--- src/hdl/nwsb_pkg.sv ---
// Package: shared constants, types and register codes for the shell binner.
`default_nettype none
package nwsb_pkg;
   localparam int MAX_SHELLS_DEF = 64;
   localparam int COORD_BITS_DEF = 21;
   localparam int ID_BITS = 20;
   localparam int SHELL_OUT_BITS = 6;
   localparam int CSR_IDX_BITS = 3;
   localparam int CSR_DATA_BITS = 63;

   typedef enum logic [2:0] {
      REG_SHELL_INC = 3'd0,
      REG_ORIGIN    = 3'd1,
      REG_SIZE      = 3'd2,
      REG_STEP      = 3'd3,
      REG_INNER     = 3'd4,
      REG_OUTER     = 3'd5
   } reg_index_type;

   typedef enum logic [1:0] {
      ST_IDLE = 2'd0,
      ST_DIV  = 2'd1,
      ST_LOOK = 2'd2,
      ST_OUT  = 2'd3
   } state_type;

   // hand-off from the grading unit to the table unit
   typedef struct packed {
      logic          valid;
      logic [7:0]    shell;
      logic [ID_BITS-1:0] id;
      logic          restart;
   } grade_type;
endpackage
`default_nettype wire

--- src/hdl/nested_window_shell_binner_core.sv ---
// Top level: stream ports, configuration registers and sequencing.
// Sequence from the accepting edge to rsp_tvalid: COORD_BITS+3
// divide steps (one quotient bit each), a finish step, a table read and a compare.
// A new point is taken only after the last one has passed its compare; a word
// still waiting on rsp_tready holds the next point at its compare.
// Reset: synchronous active high; registers clear to zero, seen flags clear at once.
`default_nettype none
module nested_window_shell_binner_core #(
   parameter int MAX_SHELLS = nwsb_pkg::MAX_SHELLS_DEF,
   parameter int COORD_BITS = nwsb_pkg::COORD_BITS_DEF
) (
   input  wire logic clock,
   input  wire logic reset,
   input  wire logic req_tvalid,
   output logic req_tready,
   // tdata: coord_x, coord_y, coord_z, tube_id from bit 0, zero filled
   input  wire logic [((3*COORD_BITS+nwsb_pkg::ID_BITS+7)/8)*8-1:0] req_tdata,
   input  wire logic req_tuser,    // tuser: restart
   output logic rsp_tvalid,
   input  wire logic rsp_tready,
   // tdata: shell_index [5:0], tube_out [25:6], zero filled
   output logic [31:0] rsp_tdata,
   input  wire logic csr_wr_en,
   input  wire logic [nwsb_pkg::CSR_IDX_BITS-1:0] csr_index,
   input  wire logic [nwsb_pkg::CSR_DATA_BITS-1:0] csr_wdata
);
   localparam int L = COORD_BITS;
   logic [5:0] inc_ff;
   logic [nwsb_pkg::CSR_DATA_BITS-1:0] org_ff, size_ff, step_ff, inner_ff, outer_ff;
   nwsb_pkg::state_type st_ff, st_in;
   logic [L-1:0] coord [3];
   nwsb_pkg::grade_type grade;
   logic hit_valid, emit;
   logic [nwsb_pkg::SHELL_OUT_BITS-1:0] shell_out;
   logic [nwsb_pkg::ID_BITS-1:0] id_out;
   logic [31:0] out_ff;
   logic out_vld_ff, out_vld_in;
   logic slot_free, load;
   logic start;

   always_ff @(posedge clock) begin
      if (reset) begin
         inc_ff <= '0; org_ff <= '0; size_ff <= '0;
         step_ff <= '0; inner_ff <= '0; outer_ff <= '0;
      end else if (csr_wr_en) begin
         case (csr_index)
            nwsb_pkg::REG_SHELL_INC: inc_ff <= csr_wdata[5:0];
            nwsb_pkg::REG_ORIGIN:    org_ff <= csr_wdata;
            nwsb_pkg::REG_SIZE:      size_ff <= csr_wdata;
            nwsb_pkg::REG_STEP:      step_ff <= csr_wdata;
            nwsb_pkg::REG_INNER:     inner_ff <= csr_wdata;
            nwsb_pkg::REG_OUTER:     outer_ff <= csr_wdata;
            default: ;
         endcase
      end
   end

   // ST_OUT: a new word waits for the output register to free up
   always_comb begin
      st_in = st_ff;
      case (st_ff)
         nwsb_pkg::ST_IDLE: if (req_tvalid) st_in = nwsb_pkg::ST_DIV;
         nwsb_pkg::ST_DIV:  if (grade.valid) st_in = nwsb_pkg::ST_LOOK;
         nwsb_pkg::ST_LOOK: begin
            if (!emit || slot_free) st_in = nwsb_pkg::ST_IDLE;
            else st_in = nwsb_pkg::ST_OUT;
         end
         nwsb_pkg::ST_OUT:  if (slot_free) st_in = nwsb_pkg::ST_IDLE;
         default: st_in = nwsb_pkg::ST_IDLE;
      endcase
   end

   always_comb begin
      req_tready = (st_ff == nwsb_pkg::ST_IDLE);
      rsp_tvalid = out_vld_ff;
      start = req_tvalid && req_tready;
      slot_free = !out_vld_ff || rsp_tready;
      load = slot_free && ((hit_valid && emit) || st_ff == nwsb_pkg::ST_OUT);
      out_vld_in = load || (out_vld_ff && !rsp_tready);
   end

   always_ff @(posedge clock) begin
      if (reset) begin
         st_ff <= nwsb_pkg::ST_IDLE;
         out_vld_ff <= 1'b0;
      end else begin
         st_ff <= st_in;
         out_vld_ff <= out_vld_in;
      end
      if (load) out_ff <= {6'd0, id_out, shell_out};
   end

   assign coord[0] = req_tdata[L-1:0];
   assign coord[1] = req_tdata[2*L-1:L];
   assign coord[2] = req_tdata[3*L-1:2*L];
   assign rsp_tdata = out_ff;

   nwsb_grade #(.MAX_SHELLS(MAX_SHELLS), .COORD_BITS(COORD_BITS)) u_grade (
      .clock, .reset, .start, .coord,
      .id(req_tdata[3*L +: nwsb_pkg::ID_BITS]), .restart(req_tuser),
      .shell_inc(inc_ff), .origin(org_ff), .size(size_ff), .step(step_ff),
      .inner(inner_ff), .outer(outer_ff), .result(grade));

   nwsb_table #(.MAX_SHELLS(MAX_SHELLS)) u_table (
      .clock, .reset, .grade, .hit_valid, .emit, .shell_out, .id_out);

`ifndef SYNTH
   a_lookup_state: assert property (@(posedge clock) disable iff (reset)
      hit_valid |-> st_ff == nwsb_pkg::ST_LOOK) else $error("lookup out of step");
   a_out_hold: assert property (@(posedge clock) disable iff (reset)
      (rsp_tvalid && !rsp_tready) |=> $stable(rsp_tdata)) else $error("word changed");
   a_valid_hold: assert property (@(posedge clock) disable iff (reset)
      (rsp_tvalid && !rsp_tready) |=> rsp_tvalid) else $error("word dropped");
`endif
endmodule
`default_nettype wire

--- src/hdl/nwsb_grade.sv ---
// Grading unit: fold, margin compare and serial divide per axis, then minimum.
`default_nettype none
module nwsb_grade #(
   parameter int MAX_SHELLS = nwsb_pkg::MAX_SHELLS_DEF,
   parameter int COORD_BITS = nwsb_pkg::COORD_BITS_DEF
) (
   input  wire logic clock,
   input  wire logic reset,
   input  wire logic start,
   input  wire logic [COORD_BITS-1:0] coord [3],
   input  wire logic [nwsb_pkg::ID_BITS-1:0] id,
   input  wire logic restart,
   input  wire logic [5:0] shell_inc,
   input  wire logic [nwsb_pkg::CSR_DATA_BITS-1:0] origin,
   input  wire logic [nwsb_pkg::CSR_DATA_BITS-1:0] size,
   input  wire logic [nwsb_pkg::CSR_DATA_BITS-1:0] step,
   input  wire logic [nwsb_pkg::CSR_DATA_BITS-1:0] inner,
   input  wire logic [nwsb_pkg::CSR_DATA_BITS-1:0] outer,
   output nwsb_pkg::grade_type result
);
   localparam int L = COORD_BITS;
   localparam int W = L + 4;          // doubled signed values
   localparam int NB = L + 3;         // dividend bits
   localparam int CW = $clog2(NB + 1);
   localparam int MAXS = MAX_SHELLS - 1;

   logic busy_ff, busy_in;
   logic [CW-1:0] cnt_ff, cnt_in;
   logic [NB-1:0] rem_ff [3], rem_in [3];
   logic [NB-1:0] quo_ff [3], quo_in [3];
   logic [L-1:0]  dvs_ff [3], dvs_in [3];
   logic [8:0]    fix_ff [3], fix_in [3];   // bit 8: shell fixed, no divide
   logic [nwsb_pkg::ID_BITS-1:0] id_ff;
   logic rst_ff;
   logic [8:0] last_ff;
   nwsb_pkg::grade_type res_ff, res_in;
   logic [8:0] min_s, ax_q;

   logic [8:0] last_c;
   always_comb begin
      last_c = {3'd0, shell_inc} + 9'd1;
      if (last_c > 9'(MAXS)) last_c = 9'(MAXS);
   end

   // setup per axis at start
   logic [W-1:0] c2 [3], mid2 [3], lay2 [3], cor2 [3];
   always_comb begin
      for (int a = 0; a < 3; a++) begin
         mid2[a] = (W'($signed(origin[a*L +: L])) <<< 1) + W'(size[a*L +: L]);
         lay2[a] = mid2[a] - W'(outer[a*L +: L]);
         cor2[a] = mid2[a] - W'(inner[a*L +: L]);
         c2[a] = W'($signed(coord[a])) <<< 1;
         if ($signed(c2[a]) > $signed(mid2[a])) c2[a] = (mid2[a] <<< 1) - c2[a];
      end
   end

   // start setup, remainder steps of the restoring divider, then the minimum
   logic [NB:0] trial [3];
   always_comb begin
      busy_in = busy_ff;
      cnt_in = cnt_ff;
      res_in = res_ff;
      res_in.valid = 1'b0;
      min_s = last_ff;
      ax_q = '0;
      for (int a = 0; a < 3; a++) begin
         rem_in[a] = rem_ff[a];
         quo_in[a] = quo_ff[a];
         dvs_in[a] = dvs_ff[a];
         fix_in[a] = fix_ff[a];
         trial[a] = {rem_ff[a][NB-1:0], quo_ff[a][NB-1]} - {(NB+1-L)'(0), dvs_ff[a]};
      end
      if (start && !busy_ff) begin
         busy_in = 1'b1;
         cnt_in = '0;
         for (int a = 0; a < 3; a++) begin
            rem_in[a] = '0;
            quo_in[a] = NB'(c2[a] - lay2[a]);
            dvs_in[a] = step[a*L +: L];
            if ($signed(c2[a]) < $signed(lay2[a])) fix_in[a] = 9'h100;
            else if ($signed(c2[a]) > $signed(cor2[a]) || dvs_in[a] == '0)
               fix_in[a] = {1'b1, last_c[7:0]};
            else fix_in[a] = 9'd0;
         end
      end else if (busy_ff) begin
         if (cnt_ff == CW'(NB)) begin
            for (int a = 0; a < 3; a++) begin
               if (fix_ff[a][8]) ax_q = {1'b0, fix_ff[a][7:0]};
               else if (quo_ff[a] >= NB'(last_ff)) ax_q = last_ff;
               else ax_q = 9'(quo_ff[a]) + 9'd1;
               if (ax_q < min_s) min_s = ax_q;
            end
            busy_in = 1'b0;
            res_in.valid = 1'b1;
            res_in.shell = min_s[7:0];
            res_in.id = id_ff;
            res_in.restart = rst_ff;
         end else begin
            cnt_in = cnt_ff + CW'(1);
            for (int a = 0; a < 3; a++) begin
               if (!trial[a][NB]) begin
                  rem_in[a] = trial[a][NB-1:0];
                  quo_in[a] = {quo_ff[a][NB-2:0], 1'b1};
               end else begin
                  rem_in[a] = {rem_ff[a][NB-2:0], quo_ff[a][NB-1]};
                  quo_in[a] = {quo_ff[a][NB-2:0], 1'b0};
               end
            end
         end
      end
   end

   always_ff @(posedge clock) begin
      if (reset) begin
         busy_ff <= 1'b0;
         res_ff.valid <= 1'b0;
      end else begin
         busy_ff <= busy_in;
         res_ff.valid <= res_in.valid;
      end
      cnt_ff <= cnt_in;
      res_ff.shell <= res_in.shell;
      res_ff.id <= res_in.id;
      res_ff.restart <= res_in.restart;
      for (int a = 0; a < 3; a++) begin
         rem_ff[a] <= rem_in[a];
         quo_ff[a] <= quo_in[a];
         dvs_ff[a] <= dvs_in[a];
         fix_ff[a] <= fix_in[a];
      end
      if (start && !busy_ff) begin
         id_ff <= id;
         rst_ff <= restart;
         last_ff <= last_c;
      end
   end

   assign result = res_ff;

`ifndef SYNTH
   a_shell_range: assert property (@(posedge clock) disable iff (reset)
      res_ff.valid |-> res_ff.shell <= 8'(MAXS)) else $error("shell beyond table");
   a_done_idle: assert property (@(posedge clock) disable iff (reset)
      res_ff.valid |-> !busy_ff) else $error("result while dividing");
   a_start_idle: assert property (@(posedge clock) disable iff (reset)
      start |-> !busy_ff) else $error("start while dividing");
`endif
endmodule
`default_nettype wire

--- src/hdl/nwsb_table.sv ---
// Table unit: last-id memory with seen flags, read, compare and write back.
`default_nettype none
module nwsb_table #(
   parameter int MAX_SHELLS = nwsb_pkg::MAX_SHELLS_DEF
) (
   input  wire logic clock,
   input  wire logic reset,
   input  nwsb_pkg::grade_type grade,
   output logic hit_valid,
   output logic emit,
   output logic [nwsb_pkg::SHELL_OUT_BITS-1:0] shell_out,
   output logic [nwsb_pkg::ID_BITS-1:0] id_out
);
   localparam int SW = (MAX_SHELLS > 1) ? $clog2(MAX_SHELLS) : 1;
   logic [nwsb_pkg::ID_BITS-1:0] mem [MAX_SHELLS];
   logic [MAX_SHELLS-1:0] seen_ff, seen_in;
   logic [nwsb_pkg::ID_BITS-1:0] rd_ff;
   logic look_ff;
   logic [SW-1:0] addr_ff;
   logic [nwsb_pkg::ID_BITS-1:0] id_ff;
   logic seen_bit_ff;
   logic [SW-1:0] addr;
   assign addr = grade.shell[SW-1:0];

   always_ff @(posedge clock) begin
      rd_ff <= mem[addr];
      if (look_ff && emit) mem[addr_ff] <= id_ff;
   end

   always_comb begin
      seen_in = seen_ff;
      if (grade.valid && grade.restart) seen_in = '0;
      if (look_ff && emit) seen_in[addr_ff] = 1'b1;
   end

   always_ff @(posedge clock) begin
      if (reset) begin
         seen_ff <= '0;
         look_ff <= 1'b0;
      end else begin
         seen_ff <= seen_in;
         look_ff <= grade.valid;
      end
      if (grade.valid) begin
         addr_ff <= addr;
         id_ff <= grade.id;
         seen_bit_ff <= grade.restart ? 1'b0 : seen_ff[addr];
      end
   end

   assign hit_valid = look_ff;
   assign emit = !(seen_bit_ff && rd_ff == id_ff);
   assign shell_out = nwsb_pkg::SHELL_OUT_BITS'({{8{1'b0}}, addr_ff});
   assign id_out = id_ff;

`ifndef SYNTH
   a_no_overlap: assert property (@(posedge clock) disable iff (reset)
      look_ff |-> !grade.valid) else $error("lookup overlap");
   a_seen_set: assert property (@(posedge clock) disable iff (reset)
      (look_ff && emit) |=> seen_ff[$past(addr_ff)]) else $error("seen not set");
   a_look_once: assert property (@(posedge clock) disable iff (reset)
      look_ff |=> !look_ff) else $error("lookup repeated");
`endif
endmodule
`default_nettype wire

--- config.mk ---
export PLATFORM = sky130hd
export DESIGN_NAME = nested_window_shell_binner_core
export DESIGN_NICKNAME = d
export VERILOG_FILES = /design/src/hdl/nwsb_pkg.sv /design/src/hdl/nested_window_shell_binner_core.sv /design/src/hdl/nwsb_grade.sv /design/src/hdl/nwsb_table.sv
export SDC_FILE = /design/constraint.sdc
export NUM_CORES = 2
export LEC_CHECK = 0
export BUFFER_PORTS_ARGS = -buffer_cell sky130_fd_sc_hd__buf_2
export CORE_ASPECT_RATIO = 1.2
export CORE_MARGIN = 2
export CORE_UTILIZATION = 57
export DETAILED_ROUTE_END_ITERATION = 10
export PLACE_DENSITY = 0.76
export SYNTH_ARGS = -nofsm -noshare
export SYNTH_HDL_FRONTEND = slang
export SYNTH_HIERARCHICAL = 1
export SYNTH_SLANG_ARGS = --single-unit
--- constraint.sdc ---
create_clock -name clock -period 7.95 [get_ports clock]
set_clock_uncertainty 0.2 [all_clocks]
set_input_delay 0.795 -clock clock [delete_from_list [all_inputs] [get_ports clock]]
set_output_delay 0.795 -clock clock [all_outputs]
set_load 0.1 [all_outputs]
Yosys cells after proc, flatten, opt, wreduce, memory -nomap -nowiden --
Memories as Yosys holds them, arrays and structs flattened. A register that Yosys moved wholly into a read port is not among the register bits. Cells that the tools add are included.
Word-level totals: logic and storage cells 187, register bits after elaboration 508, memories 5, bits in writable memories 1514, input bits 160, output and inout bits 34
Cells by class: reductions and logical operators 34, multiplexer cells 65, magnitude comparators 19, bitwise operators 4, equality and inequality tests 13, add/subtract/negate cells 23
Memory list:
- u_table.mem | depth 64, bits a word 20, read ports 1, clocked after memory_dff 1, write ports 1, line nwsb_table.sv:15 | logic [nwsb_pkg::ID_BITS-1:0] mem [MAX_SHELLS];
- u_grade.quo_ff | depth 3, bits a word 24, read ports 3, clocked after memory_dff 0, write ports 3, line nwsb_grade.sv:30 | logic [NB-1:0] quo_ff [3], quo_in [3];
- u_grade.rem_ff | depth 3, bits a word 24, read ports 3, clocked after memory_dff 0, write ports 3, line nwsb_grade.sv:29 | logic [NB-1:0] rem_ff [3], rem_in [3];
- u_grade.dvs_ff | depth 3, bits a word 21, read ports 3, clocked after memory_dff 0, write ports 3, line nwsb_grade.sv:31 | logic [L-1:0] dvs_ff [3], dvs_in [3];
- u_grade.fix_ff | depth 3, bits a word 9, read ports 3, clocked after memory_dff 0, write ports 3, line nwsb_grade.sv:32 | logic [8:0] fix_ff [3], fix_in [3];
Operator list (number):
- $mux 72 | 6
- $mux 9 | 29
- $sub 25x21->25 | 9
- $mux 64 | 2
- $gt 25x25->1 | 3
- $lt 25x25->1 | 3
- $mux 25 | 3
- $sub 24x22->25 | 3
- $ge 24x9->1 | 3
- $mux 24 | 3
- $sub 24x24->24 | 3
- $add 22x22->23 | 3
- $gt 22x23->1 | 3
- $or 64x64->64 | 1
- $logic_not 21->1 | 3
- $mux 63 | 1
- $mux 30 | 1
- $add 9x1->9 const B | 3
- $lt 9x9->1 | 3
- $mux 27 | 1
- $eq 20x20->1 | 1
- $mux 8 | 2
- $lt 6x7->1 const B | 2
- $reduce_and 2->1 | 7
- other kinds (25) | 60

Logic depth before layout (Yosys ltp) --
An unclocked memory read counts as a cell.
word-level depth 20, mapped depth 37, depth with buffers taken out 36

Modules after synthesis --
Netlist, hierarchy kept.
By module, submodules not included:
- nwsb_table | sequential area each 40949.3 um^2, area each 53002.1 um^2, cells an instance 2313, times used 1
- nwsb_grade | sequential area each 8067.7 um^2, area each 35486.5 um^2, cells an instance 4337, times used 1
- nested_window_shell_binner_core | sequential area each 7267.0 um^2, area each 12089.1 um^2, cells an instance 1447, times used 1

Worst setup path after synthesis --
Ideal clock, no wire load.
kind register to register, start point register org_ff[50] in the netlist's numbering, end point memory u_grade.fix_ff[2][0] (netlist: u_grade/fix_ff[0][18]), data pin, setup slack 333 ps, data required time 7476 ps, clock period less this slack 7617 ps, arrival time 7143 ps, library setup time 274 ps, cell stages (with the launch flop) 33, buffers on the path 1, cell sequence dfxtp_1 ha_1 a21o_1 a21o_1 a21oi_1 nor2_1 a2111oi_1 nor2b_1 o21ai_0 nand2b_1 xor2_1 inv_1 ha_1 a21o_1 a21oi_1 nor2b_1 o21ai_0 a21oi_1 or4b_2 o21ai_1 clkbuf_1 o21ai_0 ha_1 a21o_1 a21o_1 a2111oi_0 o31a_1 o211ai_1 o31ai_1 o21ai_0 a21oi_1 o211a_1 nor4_1
RTL lines:
- start: declaration | line nested_window_shell_binner_core.sv:29 | logic [nwsb_pkg::CSR_DATA_BITS-1:0] org_ff, size_ff, step_ff, inner_ff, outer_ff;
- start signal: assignment | line nested_window_shell_binner_core.sv:48 | nwsb_pkg::REG_ORIGIN: org_ff <= csr_wdata;
- end: declaration | line nwsb_grade.sv:32

==> results.py <==
metrics = {
    "power": {
        "finalPower_mw": 27.3,
        "combPwrFrac": 0.220,
        "p_int_mw": 19.6,
        "powerDensity_nw_per_um2": 243,
        "swShare": 0.282,
        "vdd_drop_max_mv": 0.212,
        "pwr-share-seq": 0.439,
        "switchingPower_mw": 7.70,
        "p_leak_nw": 41.3,
        "clockPowerShare": 0.341,
    },
    "floorplan": {
        "dieArea_um2": 180000,
        "fp.coreArea_um2": 175000,
        "initial_core_util": 0.575,
        "fp.dieH_um": 464,
        "die-width_um": 387,
        "rows": 168,
        "ios": 194,
    },
    "timing": {
        "worst_slew_margin_rel": 0.210,
        "post-route-min-period_ns": 7.64,
        "max_freq_mhz": 131,
        "timing.final.crit_share": 0.961,
        "finalMaxSlewViolations": 0,
        "hold_viol_final": 0,
        "whs_ns": 0.0433,
        "setup_slack_ns": 0.311,
        "setup_viol": 0,
        "tightest_slew_ns": 1.18,
    },
    "setup_path": {
        "path_class": "flop to flop",
        "critPathTopFamily": "compound AO/OA/AOI/OAI gates",
        "crit_fanout": 19,
        "cp_slowest_cell": "or4b_2",
        "critical_path.most_common_cell": "a21o_1",
        "crit_buf_inv": 6,
        "critPathMaxStageDelay_ns": 0.68,
        "end_kind": "flop",
        "required_ns": 8.31,
        "startpoint_type": "flop",
        "cp.arrival_ns": 8.00,
    },
    "placement": {
        "gp_congestion": 0.934,
        "hpwl_mm": 175,
        "post-place-ws_ns": -0.0309,
        "numPortBuffers": 182,
    },
    "detailed_routing": {
        "ant_nets": 0,
        "vias": 68400,
        "drt-wirelength-per-cell_um": 24.9,
        "firstDrtPassIters": 6,
        "drc": 0,
        "drt_wl_total_mm": 272,
        "avgViaCountPerCell": 6.25,
        "dr.first_iter.drc_count": 6416,
    },
    "global_routing": {
        "busiest_layer": "met2",
        "grt_pass1_wl_mm": 407,
        "grt_use_met1": 0.371,
        "met3_usage": 0.0487,
        "grt_pass1_vias": 68100,
        "grt_max_degree": 187,
        "gr-total-overflow": 0,
        "antenna_found_initial": 13,
        "grt_usage": 0.299,
        "grt_use_met2": 0.514,
    },
    "cts": {
        "numCtsBuffers": 191,
        "cts_tree": "done",
        "clk_pin_slew_ns": 0.06,
        "h-tree-depth": 4,
        "clock_latency_ns": 0.85,
        "clockBufferDepth": 3,
        "clockRootBuffer": "clkbuf_16",
        "cts_sinks": 2035,
    },
    "job": {
        "cap_violations": 0,
    },
    "logic_synthesis": {
        "yosysWarnings": 6,
        "syn-mean-instance-area_um2": 12.4,
        "synth_area_um2": 100000,
        "syn_inst": 8093,
    },
    "final_layout": {
        "drive_above_1_share": 0.159,
        "area_delta_synth_final_pct": 11.9,
        "fin_nets": 9236,
    },
    "min_path": {
        "hold_class": "primary input to flop",
    },
    "status": {
        "status": "finished, final reports clean",
    },
}
## path summary, 6_finish.rpt
kind / slack, ns / cells past startpoint / endpoint / start
setup / recovery: 0.31 / 37 / u_grade/fix_ff[0][26] / org_ff[43]
hold / removal: 0.04 / 3 / outer_ff[8] / csr_wdata[8]
setup reg to reg: 0.31 / 37 / u_grade/fix_ff[0][26] / org_ff[43]
hold reg to reg: 0.21 / 0 / u_table/id_out[2] / u_grade/result[3]
## power by group through the flow
| stage | combinational, mW | clock (mW) | sequential (mW) |
|---|---|---|---|
| finish | 6.00 | 9.31 | 12.0 |
| global route | 6.65 | 9.80 | 12.0 |
| CTS | 5.87 | 9.42 | 12.0 |
| detailed placement | 5.81 | 0 | 12.2 |
| global placement | 5.64 | 0 | 12.2 |
| floorplan | 4.31 | 0 | 12.1 |
## layout make-up
cell class	instances	area, um^2
Antenna cell	4	10.0
Clock buffer	230	5090
Sequential cell	2035	56200
Inverter	471	1770
Clock inverter	123	1280
Fill cell	12800	62500
Tap cell	2295	2870
Multi-Input combinational cell	5292	41700
Timing Repair Buffer	490	3410
## layout by cell type, fill, tap and decap left out, drive strengths merged, types with 159 or more instances in the layout
master,count
xnor2,203
edfxtp,1547
a21oi,654
o21ai,386
buf,472
clkbuf,230
a21o,171
xor2,159
nand2,1024
ha,577
nor2,334
inv,483
dfxtp,488
mux4,393
## registers in the layout (all words and copies together) (netlist names), 64 cells and up
name             cells
u_table/mem       1280
u_grade/rem_ff      72
u_table/seen_ff     64
u_grade/quo_ff      72
## repair_timing
action | 4_1_cts | 5_1_grt
endpoints found under the hold margin | 18 | 0
hold buffers | 18 | 0
pin swaps | 0 | 12
buffers inserted | 1 | 11
endpoints found under the setup margin | 20 | 59
gates resized for setup | 3 | 57
gates cloned | 0 | 1
## metrics by stage
stage | cells | util | instance area, um^2 | TNS (ns)
after global placement | 10600 | 0.603 | 106000 | 0
after global routing | 10900 | 0.643 | 112000 | -0.589
after CTS | 10900 | 0.641 | 112000 | 0
final | 10900 | 0.643 | 112000 | 0
after floorplan | 8105 | - | 101000 | 0
after detailed placement | 10600 | 0.603 | 106000 | -0.0752
## worst min-delay path: stages
cell and delay [ns]:
buf_2 0.14, nand2_1 0.06, a21oi_1 0.05
## routing by layer
metal	share of wire	vias up
met4	0.050	14
met1	0.38	33700
met3	0.076	647
met2	0.50	3031
met5	0.00037	-
li1	-	31000
Power figures use the tool's default switching activity.
